`config.mk`:
```
export PLATFORM = sky130hd
export DESIGN_NAME = stack_engine_with_search_and_edit_core
export DESIGN_NICKNAME = d
export VERILOG_FILES = /design/src/rtl/sesae_pkg.sv /design/src/rtl/sesae_cell.sv /design/src/rtl/sesae_ctrl.sv /design/src/rtl/stack_engine_with_search_and_edit_core.sv
export SDC_FILE = /design/constraint.sdc
export NUM_CORES = 1
export LEC_CHECK = 0
export ABC_AREA = 1
export CAP_MARGIN = 20
export CORE_MARGIN = 5
export CORE_UTILIZATION = 37
export CTS_CLUSTER_DIAMETER = 40
export CTS_CLUSTER_SIZE = 8
export DETAILED_ROUTE_END_ITERATION = 7
export DONT_BUFFER_PORTS = 1
export GPL_TIMING_DRIVEN = 0
export HOLD_SLACK_MARGIN = 0.05
export PLACE_DENSITY = 0.5
export SLEW_MARGIN = 25
export SYNTH_ARGS = -nofsm -noshare
export SYNTH_HDL_FRONTEND = slang
export SYNTH_HIERARCHICAL = 1
export SYNTH_SLANG_ARGS = --single-unit
```
`constraint.sdc`:
```
create_clock -name aclk -period 8.9 [get_ports aclk]
set_clock_uncertainty 0.05 [all_clocks]
set_input_delay 0.89 -clock aclk [delete_from_list [all_inputs] [get_ports aclk]]
set_output_delay 0.89 -clock aclk [all_outputs]
set_load 0.02 [all_outputs]
```
`src/rtl/sesae_pkg.sv`:
```
// Shared types, codes and widths for the stack engine with search and edit.
`timescale 1ns / 1ps
`default_nettype none

package sesae_pkg;

    localparam int DEFAULT_STACK_DEPTH = 16;

    localparam int FUNC_W   = 3;
    localparam int DATA_W   = 32;
    localparam int POS_W    = 5;
    localparam int STATUS_W = 2;
    localparam int COUNT_W  = 5;

    localparam int S_TDATA_W = 40;
    localparam int M_TDATA_W = 40;

    typedef enum logic [FUNC_W-1:0] {
        FUNC_PUSH    = 3'd0,
        FUNC_POP     = 3'd1,
        FUNC_REVERSE = 3'd2,
        FUNC_SEARCH  = 3'd3,
        FUNC_ORDER   = 3'd4,
        FUNC_REMOVE  = 3'd5,
        FUNC_INSERT  = 3'd6
    } func_t;

    typedef enum logic [STATUS_W-1:0] {
        STATUS_OK      = 2'd0,
        STATUS_EMPTY   = 2'd1,
        STATUS_FULL    = 2'd2,
        STATUS_BAD_POS = 2'd3
    } status_t;

    typedef struct packed {
        logic shift_en;
        logic wr_en;
    } step_ctrl_t;

endpackage

`default_nettype wire

```
`src/rtl/sesae_cell.sv`:
```
// One stack cell: holds one word, loads from its right neighbor or the write bus.
`timescale 1ns / 1ps
`default_nettype none

module sesae_cell
    import sesae_pkg::*;
#(
    parameter int IDX_W    = 4,
    parameter int CELL_IDX = 0
) (
    input  wire logic                aclk,
    input  wire step_ctrl_t          step,
    input  wire logic [IDX_W-1:0]    wr_idx,
    input  wire logic [DATA_W-1:0]   wr_data,
    input  wire logic [DATA_W-1:0]   right_data,
    output logic      [DATA_W-1:0]   cell_data
);

    localparam logic [IDX_W-1:0] MY_IDX = IDX_W'(CELL_IDX);

    logic [DATA_W-1:0] data_reg;
    logic              hit;
    logic              below;

    assign hit       = (wr_idx == MY_IDX);
    assign below     = (MY_IDX < wr_idx);
    assign cell_data = data_reg;

    always_ff @(posedge aclk) begin
        if (step.wr_en && hit) begin
            data_reg <= wr_data;
        end else if (step.shift_en && below) begin
            data_reg <= right_data;
        end
    end

endmodule

`default_nettype wire

```
`src/rtl/sesae_ctrl.sv`:
```
// Sequencer: steps the cell row through each operation and holds the result word.
`timescale 1ns / 1ps
`default_nettype none

module sesae_ctrl
    import sesae_pkg::*;
#(
    parameter int STACK_DEPTH = DEFAULT_STACK_DEPTH,
    localparam int IDX_W = $clog2(STACK_DEPTH),
    localparam int CNT_W = $clog2(STACK_DEPTH + 1)
) (
    input  wire logic                 aclk,
    input  wire logic                 aresetn,
    input  wire logic                 s_tvalid,
    output logic                      s_tready,
    input  wire logic [FUNC_W-1:0]    s_func,
    input  wire logic [DATA_W-1:0]    s_value,
    input  wire logic [POS_W-1:0]     s_pos,
    output logic                      m_tvalid,
    input  wire logic                 m_tready,
    output status_t                   m_status,
    output logic                      m_flag,
    output logic [DATA_W-1:0]         m_popped,
    output logic [COUNT_W-1:0]        m_count,
    input  wire logic [DATA_W-1:0]    head_data,
    output step_ctrl_t                step,
    output logic [IDX_W-1:0]          wr_idx,
    output logic [DATA_W-1:0]         wr_data
);

    localparam int CMP_W = (CNT_W > POS_W) ? CNT_W : POS_W;
    localparam logic [CNT_W-1:0] FULL_CNT = CNT_W'(STACK_DEPTH);
    localparam logic [CNT_W-1:0] ONE_CNT  = CNT_W'(1);
    localparam logic [CNT_W-1:0] TWO_CNT  = CNT_W'(2);

    typedef enum logic [1:0] {
        ST_IDLE,
        ST_RUN,
        ST_FIN
    } state_t;

    state_t               state_reg, state_next;
    func_t                op_reg, op_next;
    logic [DATA_W-1:0]    val_reg, val_next;
    logic [POS_W-1:0]     pos_reg, pos_next;
    logic [CNT_W-1:0]     k_reg, k_next;
    logic [CNT_W-1:0]     len_reg, len_next;
    logic [CNT_W-1:0]     n_reg, n_next;
    logic                 ins_done_reg, ins_done_next;
    logic [DATA_W-1:0]    prev_reg, prev_next;
    logic                 flag_reg, flag_next;
    logic [DATA_W-1:0]    popped_reg, popped_next;
    status_t              status_reg, status_next;
    logic                 m_tvalid_reg, m_tvalid_next;
    status_t              m_status_reg, m_status_next;
    logic                 m_flag_reg, m_flag_next;
    logic [DATA_W-1:0]    m_popped_reg, m_popped_next;
    logic [COUNT_W-1:0]   m_count_reg, m_count_next;

    logic                 last_k;
    logic [CMP_W-1:0]     in_pos_ext;
    logic [CMP_W-1:0]     len_ext;
    logic                 at_ins_pos;

    assign s_tready = (state_reg == ST_IDLE);
    assign m_tvalid = m_tvalid_reg;
    assign m_status = m_status_reg;
    assign m_flag   = m_flag_reg;
    assign m_popped = m_popped_reg;
    assign m_count  = m_count_reg;

    assign last_k     = (k_reg == n_reg - ONE_CNT);
    assign in_pos_ext = CMP_W'(s_pos);
    assign len_ext    = CMP_W'(len_reg);
    assign at_ins_pos = (CMP_W'(pos_reg) == CMP_W'(k_reg) + CMP_W'(1));

    always_comb begin
        state_next    = state_reg;
        op_next       = op_reg;
        val_next      = val_reg;
        pos_next      = pos_reg;
        k_next        = k_reg;
        len_next      = len_reg;
        n_next        = n_reg;
        ins_done_next = ins_done_reg;
        prev_next     = prev_reg;
        flag_next     = flag_reg;
        popped_next   = popped_reg;
        status_next   = status_reg;
        m_tvalid_next = m_tvalid_reg;
        m_status_next = m_status_reg;
        m_flag_next   = m_flag_reg;
        m_popped_next = m_popped_reg;
        m_count_next  = m_count_reg;
        step          = '0;
        wr_idx        = '0;
        wr_data       = head_data;

        if (m_tvalid_reg && m_tready) begin
            m_tvalid_next = 1'b0;
        end

        case (state_reg)
            ST_IDLE: begin
                if (s_tvalid) begin
                    op_next       = func_t'(s_func);
                    val_next      = s_value;
                    pos_next      = s_pos;
                    k_next        = '0;
                    n_next        = len_reg;
                    ins_done_next = 1'b0;
                    flag_next     = (func_t'(s_func) == FUNC_ORDER);
                    popped_next   = '0;
                    status_next   = STATUS_OK;
                    state_next    = ST_RUN;
                    case (func_t'(s_func))
                        FUNC_PUSH: begin
                            if (len_reg == FULL_CNT) begin
                                status_next = STATUS_FULL;
                                state_next  = ST_FIN;
                            end
                        end
                        FUNC_POP: begin
                            if (len_reg == '0) begin
                                status_next = STATUS_EMPTY;
                                state_next  = ST_FIN;
                            end
                        end
                        FUNC_REVERSE: begin
                            if (len_reg < TWO_CNT) begin
                                state_next = ST_FIN;
                            end
                        end
                        FUNC_SEARCH, FUNC_ORDER, FUNC_REMOVE: begin
                            if (len_reg == '0) begin
                                state_next = ST_FIN;
                            end
                        end
                        FUNC_INSERT: begin
                            if (len_reg == FULL_CNT) begin
                                status_next = STATUS_FULL;
                                state_next  = ST_FIN;
                            end else if (in_pos_ext == '0 || in_pos_ext > len_ext) begin
                                status_next = STATUS_BAD_POS;
                                state_next  = ST_FIN;
                            end
                        end
                        default: begin
                            state_next = ST_FIN;
                        end
                    endcase
                end
            end
            ST_RUN: begin
                case (op_reg)
                    FUNC_PUSH: begin
                        step.wr_en = 1'b1;
                        wr_idx     = IDX_W'(len_reg);
                        wr_data    = val_reg;
                        len_next   = len_reg + ONE_CNT;
                        state_next = ST_FIN;
                    end
                    FUNC_POP: begin
                        step.shift_en = 1'b1;
                        wr_idx        = IDX_W'(len_reg - ONE_CNT);
                        k_next        = k_reg + ONE_CNT;
                        if (last_k) begin
                            popped_next = head_data;
                            len_next    = len_reg - ONE_CNT;
                            state_next  = ST_FIN;
                        end else begin
                            step.wr_en = 1'b1;
                        end
                    end
                    FUNC_REVERSE: begin
                        step.shift_en = 1'b1;
                        step.wr_en    = 1'b1;
                        wr_idx        = IDX_W'(n_reg - ONE_CNT - k_reg);
                        k_next        = k_reg + ONE_CNT;
                        if (k_reg == n_reg - TWO_CNT) begin
                            state_next = ST_FIN;
                        end
                    end
                    FUNC_SEARCH: begin
                        step.shift_en = 1'b1;
                        step.wr_en    = 1'b1;
                        wr_idx        = IDX_W'(len_reg - ONE_CNT);
                        k_next        = k_reg + ONE_CNT;
                        if (head_data == val_reg) begin
                            flag_next = 1'b1;
                        end
                        if (last_k) begin
                            state_next = ST_FIN;
                        end
                    end
                    FUNC_ORDER: begin
                        step.shift_en = 1'b1;
                        step.wr_en    = 1'b1;
                        wr_idx        = IDX_W'(len_reg - ONE_CNT);
                        k_next        = k_reg + ONE_CNT;
                        prev_next     = head_data;
                        if (k_reg != '0 && $signed(head_data) < $signed(prev_reg)) begin
                            flag_next = 1'b0;
                        end
                        if (last_k) begin
                            state_next = ST_FIN;
                        end
                    end
                    FUNC_REMOVE: begin
                        step.shift_en = 1'b1;
                        wr_idx        = IDX_W'(len_reg - ONE_CNT);
                        k_next        = k_reg + ONE_CNT;
                        if (head_data == val_reg) begin
                            flag_next = 1'b1;
                            len_next  = len_reg - ONE_CNT;
                        end else begin
                            step.wr_en = 1'b1;
                        end
                        if (last_k) begin
                            state_next = ST_FIN;
                        end
                    end
                    FUNC_INSERT: begin
                        if (!ins_done_reg && at_ins_pos) begin
                            step.wr_en    = 1'b1;
                            wr_idx        = IDX_W'(len_reg);
                            wr_data       = val_reg;
                            len_next      = len_reg + ONE_CNT;
                            ins_done_next = 1'b1;
                        end else begin
                            step.shift_en = 1'b1;
                            step.wr_en    = 1'b1;
                            wr_idx        = IDX_W'(len_reg - ONE_CNT);
                            k_next        = k_reg + ONE_CNT;
                            if (last_k) begin
                                state_next = ST_FIN;
                            end
                        end
                    end
                    default: begin
                        state_next = ST_FIN;
                    end
                endcase
            end
            ST_FIN: begin
                if (!m_tvalid_reg || m_tready) begin
                    m_tvalid_next = 1'b1;
                    m_status_next = status_reg;
                    m_flag_next   = flag_reg && (status_reg == STATUS_OK);
                    m_popped_next = popped_reg;
                    m_count_next  = COUNT_W'(len_reg);
                    state_next    = ST_IDLE;
                end
            end
            default: begin
                state_next = ST_IDLE;
            end
        endcase
    end

    always_ff @(posedge aclk) begin
        if (!aresetn) begin
            state_reg    <= ST_IDLE;
            len_reg      <= '0;
            m_tvalid_reg <= 1'b0;
        end else begin
            state_reg    <= state_next;
            len_reg      <= len_next;
            m_tvalid_reg <= m_tvalid_next;
        end
        op_reg       <= op_next;
        val_reg      <= val_next;
        pos_reg      <= pos_next;
        k_reg        <= k_next;
        n_reg        <= n_next;
        ins_done_reg <= ins_done_next;
        prev_reg     <= prev_next;
        flag_reg     <= flag_next;
        popped_reg   <= popped_next;
        status_reg   <= status_next;
        m_status_reg <= m_status_next;
        m_flag_reg   <= m_flag_next;
        m_popped_reg <= m_popped_next;
        m_count_reg  <= m_count_next;
    end

`ifndef SYNTH
    a_accept_busy: assert property (@(posedge aclk) disable iff (!aresetn)
        (s_tvalid && s_tready) |=> !s_tready)
        else $error("word accepted but sequencer did not leave idle");

    a_err_keeps_count: assert property (@(posedge aclk) disable iff (!aresetn)
        ($rose(m_tvalid_reg) && m_status_reg != STATUS_OK)
            |-> (m_count_reg == COUNT_W'(n_reg)))
        else $error("rejected request changed the entry count");

    a_err_clean: assert property (@(posedge aclk) disable iff (!aresetn)
        ($rose(m_tvalid_reg) && m_status_reg != STATUS_OK)
            |-> (!m_flag_reg && m_popped_reg == '0))
        else $error("rejected request carries flag or popped data");

    a_len_bound: assert property (@(posedge aclk) disable iff (!aresetn)
        len_reg <= FULL_CNT)
        else $error("entry count beyond stack depth");

    a_write_in_range: assert property (@(posedge aclk) disable iff (!aresetn)
        (state_reg == ST_RUN && step.wr_en) |-> (CNT_W'(wr_idx) <= len_reg))
        else $error("cell write beyond current stack length");
`endif

endmodule

`default_nettype wire

```
`src/rtl/stack_engine_with_search_and_edit_core.sv`:
```
// Top level: stream ports, sequencer and the row of stack cells.
// Sequence: a request is accepted in idle; the run state then writes once for push,
// rotates the stored entries for pop, search, order check, remove and reverse, and
// rotates them with one extra write for insert; the finish state loads the result word.
// Throughput: one word at a time, set by the cell row rotating past cell 0.
// Reset: aresetn clears the entry count and the handshake; cell contents are kept.
`timescale 1ns / 1ps
`default_nettype none

module stack_engine_with_search_and_edit_core
    import sesae_pkg::*;
#(
    parameter int STACK_DEPTH = DEFAULT_STACK_DEPTH
) (
    input  wire logic                   aclk,
    input  wire logic                   aresetn,
    input  wire logic                   s_tvalid,
    output logic                        s_tready,
    input  wire logic [S_TDATA_W-1:0]   s_tdata,   // operand_value[31:0], insert_position[36:32]
    input  wire logic [FUNC_W-1:0]      s_tuser,   // func[2:0]
    output logic                        m_tvalid,
    input  wire logic                   m_tready,
    output logic [M_TDATA_W-1:0]        m_tdata,   // flag[0], popped_value[32:1], entry_count[37:33]
    output logic [STATUS_W-1:0]         m_tuser    // status[1:0]
);

    localparam int IDX_W = $clog2(STACK_DEPTH);

    step_ctrl_t          step;
    logic [IDX_W-1:0]    wr_idx;
    logic [DATA_W-1:0]   wr_data;
    logic [DATA_W-1:0]   cell_q [STACK_DEPTH];
    status_t             res_status;
    logic                res_flag;
    logic [DATA_W-1:0]   res_popped;
    logic [COUNT_W-1:0]  res_count;

    sesae_ctrl #(
        .STACK_DEPTH (STACK_DEPTH)
    ) u_ctrl (
        .aclk      (aclk),
        .aresetn   (aresetn),
        .s_tvalid  (s_tvalid),
        .s_tready  (s_tready),
        .s_func    (s_tuser),
        .s_value   (s_tdata[DATA_W-1:0]),
        .s_pos     (s_tdata[DATA_W+POS_W-1:DATA_W]),
        .m_tvalid  (m_tvalid),
        .m_tready  (m_tready),
        .m_status  (res_status),
        .m_flag    (res_flag),
        .m_popped  (res_popped),
        .m_count   (res_count),
        .head_data (cell_q[0]),
        .step      (step),
        .wr_idx    (wr_idx),
        .wr_data   (wr_data)
    );

    for (genvar g = 0; g < STACK_DEPTH; g++) begin : g_cell
        logic [DATA_W-1:0] right_data;
        if (g == STACK_DEPTH - 1) begin : g_end
            assign right_data = cell_q[g];
        end else begin : g_mid
            assign right_data = cell_q[g+1];
        end
        sesae_cell #(
            .IDX_W    (IDX_W),
            .CELL_IDX (g)
        ) u_cell (
            .aclk       (aclk),
            .step       (step),
            .wr_idx     (wr_idx),
            .wr_data    (wr_data),
            .right_data (right_data),
            .cell_data  (cell_q[g])
        );
    end

    assign m_tdata = {{(M_TDATA_W - 1 - DATA_W - COUNT_W){1'b0}}, res_count, res_popped, res_flag};
    assign m_tuser = res_status;

endmodule

`default_nettype wire

```
==> flow_summary_export.csv, run 1 <==
group,metric,value,unit
run_status,status,"finished, final reports clean",
critical_path,cp_slowest_cell,"inv_1",
critical_path,crit_cells,18,
cts,cts_root_buf,"clkbuf_16",
critical_path,r2r_slack,4310,ps
cts,cts_made_buffers,134,
pwr,ir_drop,0.165,mV
worst_hold_path,hold_path_class,"input pin to flop",
detailed_routing,vias_per_cell,4.75,
floorplanning,die_w,314,µm
yosys,synth_area_per_cell,10.3,µm²
critical_path,critPathBufInv,4,
final_layout,drive_gt1_share,18.0,%
detailed_routing,drt_iter0_drc,958,
yosys,synth.distinct_cells,47,
detailed_routing,drc,0,
final_layout,nNetsFinal,3590,
floorplanning,start_util,37.3,%
yosys,synth_edf_count,670,
critical_path,required,9180,ps
cts,post_cts.repair.setup_buffers,0,
detailed_routing,wl_per_cell,15.9,µm
pwr,p_int,7.76,mW
timing,period_share,51.6,%
yosys,ys.flop_type,"edfxtp_1",
floorplanning,core,91700,µm²
final_layout,largest_reg_flops,512,
cts,hold_buffers,0,
pwr,switchingPower,3.75,mW
placement,hpwl,57700,µm
critical_path,critical_path_arrival,4870,ps
cts,cts_tree,"built",
cts,clk-insertion-delay-late,710,ps
detailed_routing,vias,22706,
critical_path,endpoint_kind,"flop",
critical_path,r2r-start,"u_ctrl/n_reg[1]",
global_route,track_usage,15.3,%
detailed_routing,drt_wl_total,75800,µm
timing,max_slew_margin,32.0,%
yosys,synth_area_leaders,"edfxtp_1, nand2_1, nand4_1",
pwr,power,11.5,mW
cts,post_cts_resized,0,
timing,rsz0062_at_grt,"no",
yosys,synth_most_common_cell,"nand2_1",
final_layout,area_growth,19.1,%
yosys,async_flop_share,0,%
final_layout,diodes,0,
pwr,power_frac_comb,22.2,%
yosys,synth_seq_cells,678,
pwr,leakage,16.7,nW
critical_path,r2r-end,"g_cell[3].u_cell/cell_data[3]",
cts,htreeDepth,4,
critical_path,slowest_delay,710,ps
timing,setup_viol,0,
global_route,grt_max_degree,33,
timing,worstMarginPinSlew,1020,ps
critical_path,crit_chain,"inv_1, ha_1, xor2_1, ha_1, nand2_1, nor2_1, nand3_1, nand2_1, inv_1, a21oi_2, nand2_1, o211ai_1, inv_1, nand2_1, nor2_2, nand2_1, buf_2, nand2_2",
critical_path,path_max_fanout,32,
pwr,power.density,283,nW/µm²
timing,period_minus_slack,4590,ps
placement,io_buffers,0,
cts,clockBufferDepth,3,
pwr,seqPwrFrac,36.6,%
placement,gp_congestion,0.826,
yosys,synth_cells,3331,
critical_path,cp-startpoint,"u_ctrl/n_reg[1]",
timing,hold_viol_final,0,
global_route,grt_pass1_vias,22782,
yosys,synth_area,34200,µm²
pwr,p_clk_share,41.2,%
global_route,antenna_found_initial,0,
critical_path,endpoint,"g_cell[3].u_cell/cell_data[3]",
flow_run,max_cap_violations,0,
global_route,grt_pass1_wl,120000,µm
timing,drv_slew,0,
pwr,switching_share,32.6,%
yosys,synth_top_area_cell,"edfxtp_1",
detailed_routing,drtPass1Iterations,7,
final_layout,fillers,8549,
floorplanning,ios,91,
critical_path,path_delay_family,"simple AND/OR/NAND/NOR gates",
global_route,grt-ovfl-total,0,
cts,clk_pin_slew,40,ps
yosys,yosysSeqAreaShare,59.3,%
critical_path,r2r_cells,18,
floorplanning,fp.dieH,314,µm
timing,max_freq,0.218,GHz
critical_path,critPathLaunchType,"flop",
yosys,yosysWarnings,6,
yosys,synth_top_area_share,58.8,%
timing,fin_tns_setup,0,ps
floorplanning,die-area,98600,µm²
floorplanning,rows,111,
yosys,synth_top_cells_by_count,"nand2_1, edfxtp_1, nand3_1",
cts,cts.sinks,678,
detailed_routing,final_antenna_net_count,0,
critical_path,crit_top_cell,"nand2_1",
critical_path,path_class,"flop to flop",
-- power groups by stage --
stage                     logic [mW]  clock network [mW]  registers, mW
after floorplan                 1.69                   0           4.21
after global placement          2.41                   0           4.30
after detailed placement        2.56                   0           4.27
after CTS                       2.56                4.88           4.22
after global routing            2.82                5.04           4.24
final                           2.56                4.75           4.21
-- cell type report --
class,instances,area (µm²),share of cell area (%)
flip-flops and latches,678,20300,49.8
multi-input cells,2150,11500,28.1
clock buffers,160,3480,8.55
plain buffers,200,1570,3.86
well taps,1186,1480,3.64
inverters,304,1150,2.81
clock inverters,76,836,2.05
repair buffers,27,477,1.17
-- cells by family after synthesis --
family                     count (synthesis)  share of synthesized area [%]
adders and majority gates                 48                           1.78
xor gates and xnor gates                  33                          0.845
buffers and inverters                    504                           7.95
and+or+nand+nor                         1827                           24.9
other                                      1                         0.0110
DFF                                      678                           59.3
AOI/OAI and AO/OA                        240                           5.26
-- per-stage QoR --
stage	util [%]	hold slack, ps	setup slack [ps]	instance area (µm²)	instances
floorplan	-	350	2450	34200	3332
CTS	44.3	165	4250	40600	4781
detailed placement	39.6	355	4270	36300	4545
global placement	38.9	353	-248	35700	4518
global route	44.4	181	3900	40700	4781
finish	44.4	226	4310	40700	4781
-- layout by cell type (no fill, tap or decap), types with 8 or more instances in the layout --
cell and instances:
nor2_4 17, bufinv_16 12, buf_6 67, buf_16 10, clkinvlp_4 11, buf_4 48, ha_1 47, buf_2 85
nor2_2 10, nand3_1 295, nand2_1 1063, o21ai_4 18, nand3_2 24, o21ai_0 24, clkbuf_16 134, o21ai_2 19
nor2_1 89, nand2_2 59, clkbuf_1 29, clkinv_2 18, buf_12 9, inv_2 24, dfxtp_1 8, o21bai_2 31
inv_1 278, xnor2_1 27, o21bai_1 99, clkinv_1 19, edfxtp_1 670, nand4_1 237, a21oi_1 31
-- worst min-delay path by stage --
| stage | from | to | cells after the start |
|---|---|---|---|
| finish | s_tdata[14] | u_ctrl/val_reg[14] | 0 |
| floorplan | u_ctrl/popped_reg[0] | u_ctrl/m_popped[0] | 0 |
| global placement | u_ctrl/popped_reg[22] | u_ctrl/m_popped[22] | 0 |
| detailed placement | u_ctrl/popped_reg[16] | u_ctrl/m_popped[16] | 0 |
| CTS | s_tdata[30] | u_ctrl/val_reg[30] | 0 |
| global route | s_tdata[23] | u_ctrl/val_reg[23] | 0 |
-- metal layers --
metal,GRT usage (%),vias up,share of wire (%)
met4,6.73,0,3.7
met3,3.04,175,3.9
met1,16.4,10341,39
met5,0,-,0
li1,-,11779,-
met2,29.0,411,53
Power figures use the tool's default switching activity.
==> inputs of run 2 (changes only) <==
- PLACE_DENSITY: 0.5 -> 0.52
- clock period: 8.9 -> 3.7 ns (I/O delays scaled with it)
==> flow_summary_export.csv, run 2 (synthesis results as in run 1) <==
group,metric,value,unit
pwr,power.density,650,nW/µm²
global_route,antenna_found_initial,0,
floorplanning,core,91700,µm²
placement,io_buffers,0,
pwr,power,27.2,mW
final_layout,final_util,45.7,%
final_layout,mostFrequentLayoutCell,"nand2_1",
detailed_routing,wl_met2,43500,µm
flow_run,max_cap_violations,0,
placement,dp_cells,4533,
cts,cts.sinks,678,
final_layout,fillers,8512,
timing,max_freq,0.276,GHz
cts,clk-insertion-delay-late,680,ps
cts,htreeDepth,3,
global_route,grt_max_degree,33,
critical_path,endpoint,"g_cell[12].u_cell/cell_data[17]",
final_layout,nNetsFinal,3702,
global_route,grt_pass1_vias,23145,
detailed_routing,drtPass1Iterations,5,
critical_path,endpoint_kind,"flop",
critical_path,r2r_cells,19,
timing,worstMarginPinSlew,1070,ps
detailed_routing,wl_met1,31300,µm
floorplanning,ios,91,
cts,clockBufferDepth,3,
final_layout,finalNonFillerCells,4882,
detailed_routing,wl_per_cell,16.6,µm
final_layout,drive_gt1_share,19.5,%
detailed_routing,vias_per_cell,4.77,
critical_path,path_max_fanout,8,
global_route,track_usage,15.9,%
cts,cts_tree,"built",
timing,period_minus_slack,3620,ps
timing,period_share,97.8,%
placement,hpwl,55900,µm
final_layout,diodes,0,
critical_path,r2r-start,"u_ctrl/k_reg[1]",
detailed_routing,drt_iter0_drc,1048,
cts,cts_root_buf,"clkbuf_16",
floorplanning,rows,111,
critical_path,critical_path_arrival,3950,ps
critical_path,critPathLaunchType,"flop",
detailed_routing,drc,0,
detailed_routing,vias,23304,
timing,drv_slew,0,
floorplanning,die-area,98600,µm²
critical_path,r2r_slack,80,ps
pwr,leakage,17.1,nW
timing,fin_tns_setup,0,ps
timing,setup_viol,0,
critical_path,cp-startpoint,"u_ctrl/k_reg[1]",
final_layout,layout_common_cells,"nand2_1, edfxtp_1, nand3_1",
cts,clk_pin_slew,50,ps
floorplanning,start_util,37.3,%
timing,rsz0062_at_grt,"yes",
critical_path,r2r-end,"g_cell[12].u_cell/cell_data[17]",
cts,cts_made_buffers,121,
detailed_routing,wl_met3,2750,µm
placement,gp_congestion,0.833,
pwr,ir_drop,0.453,mV
global_route,grt_pass1_wl,124000,µm
worst_hold_path,hold_path_class,"input pin to flop",
final_layout,area_growth,22.5,%
timing,max_slew_margin,28.5,%
final_layout,largest_reg_flops,512,
run_status,status,"finished, final reports clean",
critical_path,path_class,"flop to flop",
detailed_routing,final_antenna_net_count,0,
detailed_routing,drt_wl_total,81200,µm
critical_path,required,4030,ps
worst_hold_path,min_path_cells,7,
floorplanning,die_w,314,µm
timing,hold_viol_final,0,
placement,dpl_worst_slack,-1390,ps
global_route,grt-ovfl-total,0,
detailed_routing,top_layer_used,"met4",
timing,setup_ws,80.5,ps
floorplanning,fp.dieH,314,µm
## run 2: cell count changes in the layout (fill, tap and decap cells not counted), sizes merged
cell,change
o21ai,+6
dlygate4sd3,+43
nand2,+9
clkbuf,+1
a21oi,+1
buf,+60
bufinv,-2
clkinvlp,-2
nor2,+1
clkinv,-7
inv,-9
## run 2: metrics by stage
stage | cell area, µm² | hold slack (ps)
floorplan | 34300 | 350
global placement | 35800 | 350
detailed placement | 36100 | 355
CTS | 41400 | 68.4
global route | 41900 | 146
finish | 41900 | 126
## run 2: power breakdown
group          total, mW  switching (mW)  internal (mW)
Sequential          10.1           0.575           9.51
Combinational       6.96            4.93           2.03
Clock               10.2            3.54           6.64
## run 2: repair_timing
action,4_1_cts,5_1_grt
endpoints found under the setup margin,1024,813
setup buffers,52,19
pin swaps,19,19
gates cloned,16,6
hold buffers,43,0
hold endpoints to repair,52,0
resized for setup,56,42
## run 2: critical path, stage by stage (launching register included)
cell and delay, ps:
edfxtp_1 450, buf_6 160, ha_2 180, inv_1 70
nand2_2 60, nand3b_1 90, nand2_2 80, nor2_2 130
nand4_2 150, nand2_4 180, a21oi_1 100, o21ai_2 330
clkinvlp_4 180, buf_12 170, buf_12 130, nor2_4 160
nand3_4 150, buf_12 170, o21ai_4 100, clkbuf_16 210
## run 2: worst min-delay path by stage
stage	slack, ps	to	startpoint
3_3_place_gp	350	u_ctrl/m_popped[3]	u_ctrl/popped_reg[3]
4_1_cts	70	u_ctrl/state_reg[1]	s_tdata[36]
5_1_grt	150	u_ctrl/status_reg[0]	s_tdata[36]
3_5_place_dp	350	u_ctrl/m_popped[14]	u_ctrl/popped_reg[14]
6_report	130	u_ctrl/state_reg[1]	s_tdata[36]
2_1_floorplan	350	u_ctrl/m_popped[0]	u_ctrl/popped_reg[0]
## run 2: area by class of cell
cell class	count	area (µm²)	area share (%)
clock buffer	159	3180	7.59
multi-input combinational	2167	12000	28.7
sequential	678	20300	48.4
buffer	200	1630	3.88
tap	1186	1480	3.54
timing repair buffer	132	1530	3.66
inverter	304	1170	2.78
clock inverter	53	576	1.37
timing repair inverter	3	22.5	0.0538
## run 2: layer usage
metal / vias to the layer above / global-route usage (%)
li1: 12023 / -
met1: 10624 / 16.9
met2: 473 / 30.9
met3: 184 / 2.47
met4: 0 / 7.28
met5: - / 0
==> inputs of run 3 (changes only) <==
- PLACE_DENSITY: 0.52 -> 0.5
- clock period: 3.7 -> 3.6 ns (I/O delays scaled with it)
==> flow_summary_export.csv, run 3 (synthesis results as in run 1) <==
group,metric,value,unit
run_status,status,"finished, final reports clean",
cts,clk_pin_slew,50,ps
pwr,ir_drop,0.400,mV
critical_path,path_max_fanout,12,
detailed_routing,vias_per_cell,4.76,
final_layout,nNetsFinal,3728,
placement,io_buffers,0,
timing,fin_tns_setup,0,ps
cts,htreeDepth,3,
cts,clockBufferDepth,3,
critical_path,path_class,"flop to flop",
global_route,grt_pass1_wl,128000,µm
floorplanning,core,91700,µm²
floorplanning,start_util,37.3,%
timing,hold_viol_final,0,
cts,cts_made_buffers,120,
global_route,track_usage,16.6,%
worst_hold_path,min_path_cells,5,
final_layout,finalNonFillerCells,4906,
detailed_routing,drtPass1Iterations,4,
pwr,leakage,17.3,nW
worst_hold_path,hold_path_class,"input pin to flop",
global_route,grt_max_degree,33,
critical_path,r2r_cells,18,
cts,cts_root_buf,"clkbuf_16",
detailed_routing,drt_wl_total,83900,µm
critical_path,required,3950,ps
final_layout,area_growth,24.0,%
critical_path,endpoint_kind,"flop",
global_route,antenna_found_initial,0,
timing,drv_slew,0,
flow_run,max_cap_violations,0,
final_layout,diodes,0,
detailed_routing,wl_per_cell,17.1,µm
placement,hpwl,57400,µm
timing,worstMarginPinSlew,1060,ps
floorplanning,rows,111,
global_route,grt-ovfl-total,0,
detailed_routing,drc,0,
floorplanning,die-area,98600,µm²
final_layout,final_util,46.3,%
global_route,grt_pass1_vias,23349,
placement,gp_congestion,0.810,
final_layout,layout_common_cells,"nand2_1, edfxtp_1, nand3_1",
pwr,power.density,668,nW/µm²
floorplanning,die_w,314,µm
final_layout,fillers,8456,
timing,max_slew_margin,29.4,%
timing,max_freq,0.288,GHz
timing,period_share,96.5,%
timing,setup_viol,0,
final_layout,drive_gt1_share,20.5,%
cts,cts_tree,"built",
placement,dp_cells,4534,
floorplanning,fp.dieH,314,µm
floorplanning,ios,91,
timing,period_minus_slack,3470,ps
detailed_routing,drt_iter0_drc,845,
critical_path,critPathLaunchType,"flop",
cts,cts.sinks,678,
detailed_routing,vias,23364,
detailed_routing,final_antenna_net_count,0,
cts,clk-insertion-delay-late,680,ps
critical_path,critical_path_arrival,3820,ps
final_layout,mostFrequentLayoutCell,"nand2_1",
final_layout,largest_reg_flops,512,
## run 3: metrics by stage
step / instance area (µm²) / hold WS (ps) / power (mW) / setup slack, ps
6_report: 42400 / 160 / 28.3 / 127
5_1_grt: 42400 / 139 / 29.7 / -2.04
4_1_cts: 41600 / 109 / 28.1 / 0.950
3_5_place_dp: 36100 / 355 / 16.8 / -1130
3_3_place_gp: 35900 / 351 / 16.7 / -1990
2_1_floorplan: 34400 / 350 / 14.7 / -156
## run 3: area by class of cell
| type | instances | area [µm²] | share of cell area [%] |
|---|---|---|---|
| flip-flops and latches | 678 | 20300 | 47.8 |
| clock inverters | 61 | 632 | 1.49 |
| well taps | 1186 | 1480 | 3.50 |
| inverters | 304 | 1180 | 2.78 |
| plain buffers | 200 | 1640 | 3.88 |
| repair inverters | 3 | 22.5 | 0.0531 |
| repair buffers | 156 | 1800 | 4.25 |
| clock buffers | 148 | 3140 | 7.40 |
| multi-input cells | 2170 | 12200 | 28.9 |
## run 3: metal layers
layer	share of wire [%]	wire (µm)	up-vias	GRT usage, %
li1	-	-	12086	-
met1	38	32000	10650	17.5
met2	54	45300	432	32.2
met3	3.5	2980	196	2.75
met4	4.4	3700	0	7.70
met5	0	0	-	0
## run 3: path summary, 6_finish.rpt
check | slack [ps] | to | from
max | 130 | g_cell[13].u_cell/cell_data[1] | u_ctrl/n_reg[0]
min reg2reg | 360 | u_ctrl/m_popped[21] | u_ctrl/popped_reg[21]
max reg2reg | 130 | g_cell[13].u_cell/cell_data[1] | u_ctrl/n_reg[0]
min | 160 | u_ctrl/status_reg[0] | s_tdata[33]
## run 3: worst max-delay path, stage by stage (launching register included)
cell       delay [ps]
edfxtp_1          390
inv_2              70
ha_4              170
xor2_2            130
ha_1              330
buf_4             150
xnor2_1           140
nand2_1            90
o21ai_0            80
o21bai_2          150
a21oi_4            50
nor2_4            270
buf_12            200
nand2_8            90
nor2_4            180
nand2_4           130
buf_12            180
o21ai_4           110
clkbuf_16         190
## run 3: power breakdown
group / switching [mW] / leakage, nW / internal (mW)
Sequential: 0.602 / 6.17 / 9.77
Combinational: 5.18 / 9.30 / 2.23
Clock: 3.69 / 1.82 / 6.85
## run 3: repair_timing
| action | CTS | global route |
|---|---|---|
| hold buffers | 43 | 0 |
| buffers inserted | 57 | 35 |
| pin swaps | 28 | 23 |
| cloned | 20 | 8 |
| hold endpoints to repair | 52 | 0 |
| endpoints found under the setup margin | 1024 | 861 |
| gates resized for setup | 71 | 57 |
